File: config.mk
export PLATFORM = sky130hd
export DESIGN_NAME = mp2x2_ram
export DESIGN_NICKNAME = d
export VERILOG_FILES = /design/src/rtl/mp2x2_ram.sv
export SDC_FILE = /design/constraint.sdc
export NUM_CORES = 1
export LEC_CHECK = 0
export BUFFER_PORTS_ARGS = -buffer_cell sky130_fd_sc_hd__buf_4
export CORE_ASPECT_RATIO = 0.7
export CORE_MARGIN = 2
export CORE_UTILIZATION = 55
export DETAILED_ROUTE_END_ITERATION = 6
export GPL_TIMING_DRIVEN = 0
export PLACE_DENSITY_LB_ADDON = 0.12
export SLEW_MARGIN = 20
export SYNTH_ARGS = -nofsm -noshare
export SYNTH_HDL_FRONTEND = slang
export SYNTH_SLANG_ARGS = --single-unit
File: constraint.sdc
create_clock -name clk_i -period 3.21 [get_ports clk_i]
set_input_delay 0.642 -clock clk_i [delete_from_list [all_inputs] [get_ports clk_i]]
set_output_delay 0.642 -clock clk_i [all_outputs]
set_load 0.01 [all_outputs]
File: src/rtl/mp2x2_ram.sv
`timescale 1ns / 1ps
// ----------------------------------------------------------------------------
// mp2x2_ram: simple dual-port RAM with registered read
// One write port and one read port; a read returns the old contents when
// the same entry is written at the same edge.
// ----------------------------------------------------------------------------
module mp2x2_ram #(
  parameter int unsigned WIDTH = 32,
  parameter int unsigned DEPTH = 32,
  parameter int unsigned AW    = (DEPTH > 1) ? $clog2(DEPTH) : 1
) (
  input  logic             clk_i,
  input  logic             we_i,
  input  logic [AW-1:0]    waddr_i,
  input  logic [WIDTH-1:0] wdata_i,
  input  logic             re_i,
  input  logic [AW-1:0]    raddr_i,
  output logic [WIDTH-1:0] rdata_o
);

  logic [WIDTH-1:0] mem_q [DEPTH];
  logic [WIDTH-1:0] rdata_q;

  always_ff @(posedge clk_i) begin
    if (we_i) begin
      mem_q[waddr_i] <= wdata_i;
    end
    if (re_i) begin
      rdata_q <= mem_q[raddr_i];
    end
  end

  assign rdata_o = rdata_q;

endmodule

==> results of run 1 <==
routing by layer:
metal	vias to the layer above	GRT usage, %
met2	957	37.9
li1	9435	-
met4	0	6.97
met3	133	4.83
met5	-	0
met1	11000	40.3
final timing paths:
check,start,end,slack [ns],cells after the start
max,raddr_i[2],rdata_o[15]$_DFFE_PP_,0.71,7
min,wdata_i[28],mem_q[11][28]$_DFFE_PP_,0.38,1
max reg2reg,mem_q[7][13]$_DFFE_PP_,rdata_o[13]$_DFFE_PP_,1.25,5
min reg2reg,mem_q[10][11]$_DFFE_PP_,rdata_o[11]$_DFFE_PP_,0.69,4
synthesized netlist by cell type (all sizes together):
| master | number | area (µm²) |
|---|---|---|
| nand2 | 98 | 368 |
| or2 | 1 | 6.26 |
| nand3b | 5 | 37.5 |
| buf | 79 | 566 |
| nand3 | 98 | 490 |
| a21oi | 96 | 480 |
| nand2b | 2 | 12.5 |
| and2 | 1 | 6.26 |
| and2b | 1 | 7.51 |
| a22oi | 96 | 721 |
| clkbuf | 48 | 188 |
| a31oi | 32 | 200 |
| mux2i | 512 | 5120 |
| edfxtp | 1056 | 31700 |
| nor2b | 1 | 6.26 |
| or3b | 3 | 26.3 |
| nor3 | 32 | 160 |
| or3 | 1 | 6.26 |
| nor2 | 34 | 128 |
| a22o | 64 | 561 |
cells in the final DEF, fill, tap and decap left out, types with 2 or more instances in the layout:
cell type   synthesis  routed
buf_4              33     108
bufinv_16           0      11
nand3b_1            5       5
a21oi_1            96      96
buf_2              26      26
inv_6               0       3
nand3_1            98      98
a22oi_1            96      96
clkinvlp_4          0       2
nor2_1             34       2
buf_12              0      15
clkbuf_1           46      61
clkbuf_4            2       2
nor3_1             32      32
nand2_1            98      98
nor2_4              0      32
clkbuf_16           0     101
a31oi_1            32      32
buf_16              0      18
clkinv_1            0      26
clkinv_2            0      19
a22o_1             64      64
edfxtp_1         1056    1056
nand2b_1            2       2
buf_6              15      15
buf_1               5       5
mux2i_1           512     512
or3b_2              3       3
state kept, by name (all words and copies together) (netlist names):
name	count
rdata_o	32
mem_q	1024
area by class of cell:
type                    count  area (µm²)  area share [%]
flip-flops and latches   1056       31700            67.8
well taps                 977        1220            2.61
multi-input cells        1077        8580            18.3
plain buffers             127         753            1.61
clock inverters            61         564            1.21
repair buffers            108        1360            2.90
clock buffers             116        2580            5.52
power by group:
group	internal (mW)	leakage (nW)	switching (mW)
Clock	6.60	1.55	4.84
Sequential	15.4	9.54	0.0477
Combinational	0.521	5.20	1.06
Total	22.5	16.3	5.95
worst register-to-register path: stages, from the launching register on:
cell,delay [ns]
edfxtp_1,0.38
mux2i_1,0.21
a22o_1,0.21
nor3_1,0.07
a31oi_1,0.36
nand3_1,0.36
kinds of logic (layout without fill, tap and decap cells):
| logic type | count (synthesis) | in the layout |
|---|---|---|
| buffers and inverters | 127 | 412 |
| muxes | 512 | 512 |
| and+or+nand+nor | 277 | 277 |
| DFF | 1056 | 1056 |
| AOI/OAI and AO/OA | 288 | 288 |
metrics by stage:
stage,total power [mW],setup WS [ns],utilization (%),instance area (µm²),hold slack [ns]
2_1_floorplan,16.5,0.134,-,40800,0.629
6_report,28.5,0.710,63.7,46800,0.385
5_1_grt,29.3,0.694,63.7,46800,0.362
3_3_place_gp,17.2,-1.61,58.0,42600,0.683
4_1_cts,28.6,0.827,63.7,46800,0.353
3_5_place_dp,17.3,0.137,59.4,43600,0.687
==> run_results.csv, run 1 <==
group,metric,value,unit
run_status,outcome,"complete, no violations",
placement,dp_hpwl,64.5,mm
sta,tns,0,ns
sta,setup_viol,0,
sta,relSlewSlack,25.6,%
flow_run,max_cap_viol_count,0,
worst_setup_path,slowest_stage,"clkbuf_1",
sta,maxClockFrequency,0.400,GHz
routing,ant_nets,0,
routing,vias,21600,
cts,cts_inserted_buffers,97,
yosys,synthAdderAreaFrac,0,%
routing,met3RoutedLength,8.12,mm
yosys,synth-compound-area-share,4.81,%
cts,clock_path_buffers,3,
grt,antenna_found_initial,1,
worst_setup_path,cp_num_buf_inv,3,
grt,grt_overflow,0,
sta,finalCriticalPeriod,2.50,ns
yosys,synth-seq-area-share,77.7,%
routing,drtPass1Iterations,6,
routing,drc,0,
routing,wl_per_cell,27.9,µm
yosys,synthMuxAreaShare,12.6,%
cts,cts_tree,"yes",
layout,area_growth,14.6,%
yosys,yosysWarnings,0,
grt,grt_pass1_wl,141,mm
routing,routed_wl,98.2,mm
cts,clock_latency,0.67,ns
routing,avgViaCountPerCell,6.12,
cts,postCtsResizedCells,0,
yosys,netlist_instances,2260,
yosys,synth_top_family_by_area,"multiplexers",
layout,antennaDiodeCount,0,
worst_setup_path,cp_top_family,"buffers and inverters",
floorplanning,rows,83,
sta,worst_pin_slew,1.12,ns
power_and_ir_drop,p_leak,16.3,nW
placement,dp.cells,3345,
power_and_ir_drop,ir_drop,0.000430,V
sta,final_max_slew_viol_count,0,
worst_hold_path,hold_path.class,"in -> reg",
sta,fin_crit_sh,77.9,%
floorplanning,fp.dieH,232,µm
worst_setup_path,cpMostUsedCell,"buf_4",
cts,clock-sinks,1056,
cts,cts_root_buffer,"clkbuf_16",
floorplanning,io_pins,77,
yosys,yosysUniqueCellTypes,24,
cts,cts_setup_buffers,0,
cts,clk_pin_slew,0.06,ns
placement,gp_congestion,0.811,
worst_setup_path,crit_path_start_kind,"primary input",
yosys,yosys.area_share.simple,3.08,%
routing,wl_met2,43.2,mm
worst_setup_path,cp_data_required_time,3.54,ns
yosys,avgSynthCellArea,18.1,µm²
yosys,syn-num-nets,2305,
floorplanning,die_width,330,µm
floorplanning,die_area,76400,µm²
worst_setup_path,crit_type,"in -> reg",
worst_setup_path,path_cells,"buf_4, and2b_1, buf_4, clkbuf_1, a22oi_1, a31oi_1, nand3_1",
yosys,synth_area,40800,µm²
sta,fin_skew,0.0115,ns
layout,fillers,5111,
grt,grt_pass1_vias,21100,
floorplanning,coreArea,73400,µm²
routing,drtIter0Drc,2432,
worst_setup_path,max_stage_delay,0.51,ns
sta,rsz0062_at_grt,"false",
yosys,synth_xor_xnor_area_share,0,%
cts,ctsHoldBuffers,0,
sta,final_hold_viol_count,0,
grt,track_usage,25.9,%
routing,highest_layer,"met4",
layout,final_nets,2512,
grt,grt_max_degree,33,
power_and_ir_drop,power.density,608,nW/µm²
routing,wl_met1,44.4,mm
worst_setup_path,worstPathArrival,2.83,ns
yosys,ys_ff_latch,1056,
layout,layout.cells.non_filler,3522,
placement,port-buffer-count,75,
layout,drive_gt1_share,14.0,%
cts,htree_levels,3,
worst_setup_path,cp_max_fo,10,
worst_setup_path,endpoint_kind,"flip-flop",
floorplanning,initial_utilization,55.6,%
No activity file was read; power rests on OpenSTA's default activity.
==> run 2, diff against run 1 <==
Clock period 3.21 ns to 2.4 ns, I/O delays scaled along.
==> run 2 against run 1 <==
Effect of this change: clock-buffer cell count grew 2; register-to-register slack got worse by 0.73 ns; clock power rose by 38%; core utilization up 0.34 points; highest routed layer unchanged; largest power group unchanged; global-route usage fell by 0.23 points; clock skew is 0.0048 ns higher; sequential power rose by 34%.
==> run_results.csv, run 2 (same netlist as run 1, synthesis figures left out) <==
group,metric,value,unit
flow_run,max_cap_viol_count,0,
worst_setup_path,cpMostUsedCell,"buf_4",
cts,clock_path_buffers,3,
sta,rsz0062_at_grt,"false",
worst_setup_path,slowest_stage,"clkbuf_1",
routing,ant_nets,0,
power_and_ir_drop,power.density,819,nW/µm²
layout,largest_reg_flops,1024,
cts,cts_tree,"yes",
grt,grt_busiest_layer,"met1",
cts,clock-sinks,1056,
run_status,outcome,"complete, no violations",
worst_setup_path,regToRegStartpoint,"mem_q[7][14]$_DFFE_PP_",
floorplanning,io_pins,77,
cts,htree_levels,3,
floorplanning,die_width,330,µm
worst_hold_path,holdPathStages,1,
placement,dp_hpwl,64.1,mm
grt,grt_max_degree,33,
cts,cts_inserted_buffers,97,
layout,antennaDiodeCount,0,
worst_hold_path,hp-start,"wdata_i[28]",
layout,fillers,5043,
power_and_ir_drop,power,38.5,mW
worst_hold_path,min_to,"mem_q[10][28]$_DFFE_PP_",
grt,grt_use_met2,37.9,%
worst_setup_path,cp_max_fo,10,
cts,clk_pin_slew,0.06,ns
sta,worst_pin_slew,1.12,ns
power_and_ir_drop,p_leak,16.4,nW
floorplanning,fp.dieH,232,µm
sta,maxClockFrequency,0.431,GHz
layout,drive_gt1_share,14.3,%
worst_setup_path,max_stage_delay,0.53,ns
sta,setup_viol,0,
grt,antenna_found_initial,0,
worst_setup_path,worstPathArrival,2.63,ns
worst_setup_path,endpoint_kind,"flip-flop",
worst_setup_path,reg2reg_to,"rdata_o[14]$_DFFE_PP_",
routing,vias,21500,
sta,fin_skew,0.0163,ns
cts,clock_latency,0.66,ns
grt,grt_use_met1,39.3,%
layout,ff_latch_area,31700,µm²
worst_setup_path,ff2ff_setup_slack,0.52,ns
routing,drc,0,
floorplanning,die_area,76400,µm²
grt,use_met3,5.24,%
sta,finalCriticalPeriod,2.32,ns
placement,port-buffer-count,75,
floorplanning,coreArea,73400,µm²
worst_setup_path,crit_path_start_kind,"primary input",
floorplanning,initial_utilization,55.6,%
worst_setup_path,worstRegToRegCells,5,
cts,cts_root_buffer,"clkbuf_16",
grt,grt_pass1_wl,140,mm
worst_setup_path,cp_data_required_time,2.71,ns
grt,track_usage,25.7,%
worst_setup_path,crit_type,"in -> reg",
layout,regMostFlops,"mem_q",
layout,layout_common_cells,"1056 x edfxtp_1, 512 x mux2i_1, 108 x buf_4, 101 x clkbuf_16",
layout,multi_input_area,8580,µm²
worst_hold_path,hold_path.class,"in -> reg",
sta,relSlewSlack,25.3,%
layout,final_util,64.0,%
routing,wl_per_cell,27.6,µm
sta,fin_crit_sh,96.7,%
worst_setup_path,path_cells,"buf_4, and2b_1, buf_4, clkbuf_1, a22o_1, nor3_1, a31oi_1, nand3_1",
worst_setup_path,cp_top_family,"buffers and inverters",
placement,gp_congestion,0.804,
power_and_ir_drop,ir_drop,0.000628,V
routing,avgViaCountPerCell,6.08,
routing,drtPass1Iterations,6,
floorplanning,rows,83,
layout,area_growth,15.2,%
layout,final_common_cell,"edfxtp_1",
worst_setup_path,cp_num_buf_inv,3,
routing,routed_wl,97.3,mm
layout,final_nets,2517,
grt,grt_overflow,0,
sta,final_max_slew_viol_count,0,
sta,final_hold_viol_count,0,
routing,drtIter0Drc,2844,
cts,cts_setup_buffers,0,
grt,grt_pass1_vias,20800,
[run 2: changes by cell type in the layout (fill, tap and decap cells not counted), moves of 3 or more]
cell and delta:
clkbuf_2 +3, buf_16 +6, clkinv_1 -3, bufinv_16 +4
[run 2: where the power goes]
| group | total (mW) | leakage [nW] | internal [mW] | switching (mW) |
|---|---|---|---|---|
| logic | 2.12 | 5.27 | 0.702 | 1.42 |
| registers | 20.6 | 9.54 | 20.6 | 0.0634 |
| clock network | 15.7 | 1.59 | 9.27 | 6.48 |
[run 2: per-layer routing]
layer,share of wire [%],routed length [µm],vias to the layer above
met5,0,0,-
met1,45,43700,10900
li1,-,-,9438
met4,2.4,2300,0
met3,8.7,8480,135
met2,44,42800,972
[run 2: what timing repair did]
item	4_1_cts	5_1_grt
hold endpoints to repair	0	0
resized for setup	0	6
hold buffers	0	0
endpoints found under the setup margin	0	1
[run 2: worst max path at each step]
stage / end / cells past startpoint / slack [ns] / start
5_1_grt: rdata_o[14]$_DFFE_PP_ / 8 / 0.0004 / raddr_i[2]
3_3_place_gp: mem_q[20][8]$_DFFE_PP_ / 4 / -2.21 / waddr_i[1]
6_report: rdata_o[14]$_DFFE_PP_ / 8 / 0.08 / raddr_i[2]
2_1_floorplan: mem_q[12][0]$_DFFE_PP_ / 3 / -0.51 / waddr_i[1]
4_1_cts: rdata_o[14]$_DFFE_PP_ / 7 / 0.07 / raddr_i[2]
3_5_place_dp: rdata_o[14]$_DFFE_PP_ / 8 / -0.61 / raddr_i[1]
[run 2: cell type report]
class,count,share of cell area (%)
plain buffers,127,1.61
clock inverters,60,1.40
well taps,977,2.60
flip-flops and latches,1056,67.4
multi-input cells,1077,18.2
clock buffers,118,5.51
repair buffers,113,3.20
[run 2: stage by stage]
step | instance area [µm²] | setup WS, ns | hold slack (ns) | TNS [ns] | cells
finish | 47000 | 0.0799 | 0.232 | 0 | 3528
global route | 47000 | 0.000419 | 0.208 | 0 | 3528
CTS | 47000 | 0.0743 | 0.195 | 0 | 3528
detailed placement | 43800 | -0.611 | 0.689 | -198.05 | 3350
global placement | 42600 | -2.21 | 0.678 | -1754.69 | 3312
floorplan | 40800 | -0.514 | 0.579 | -255.39 | 2260
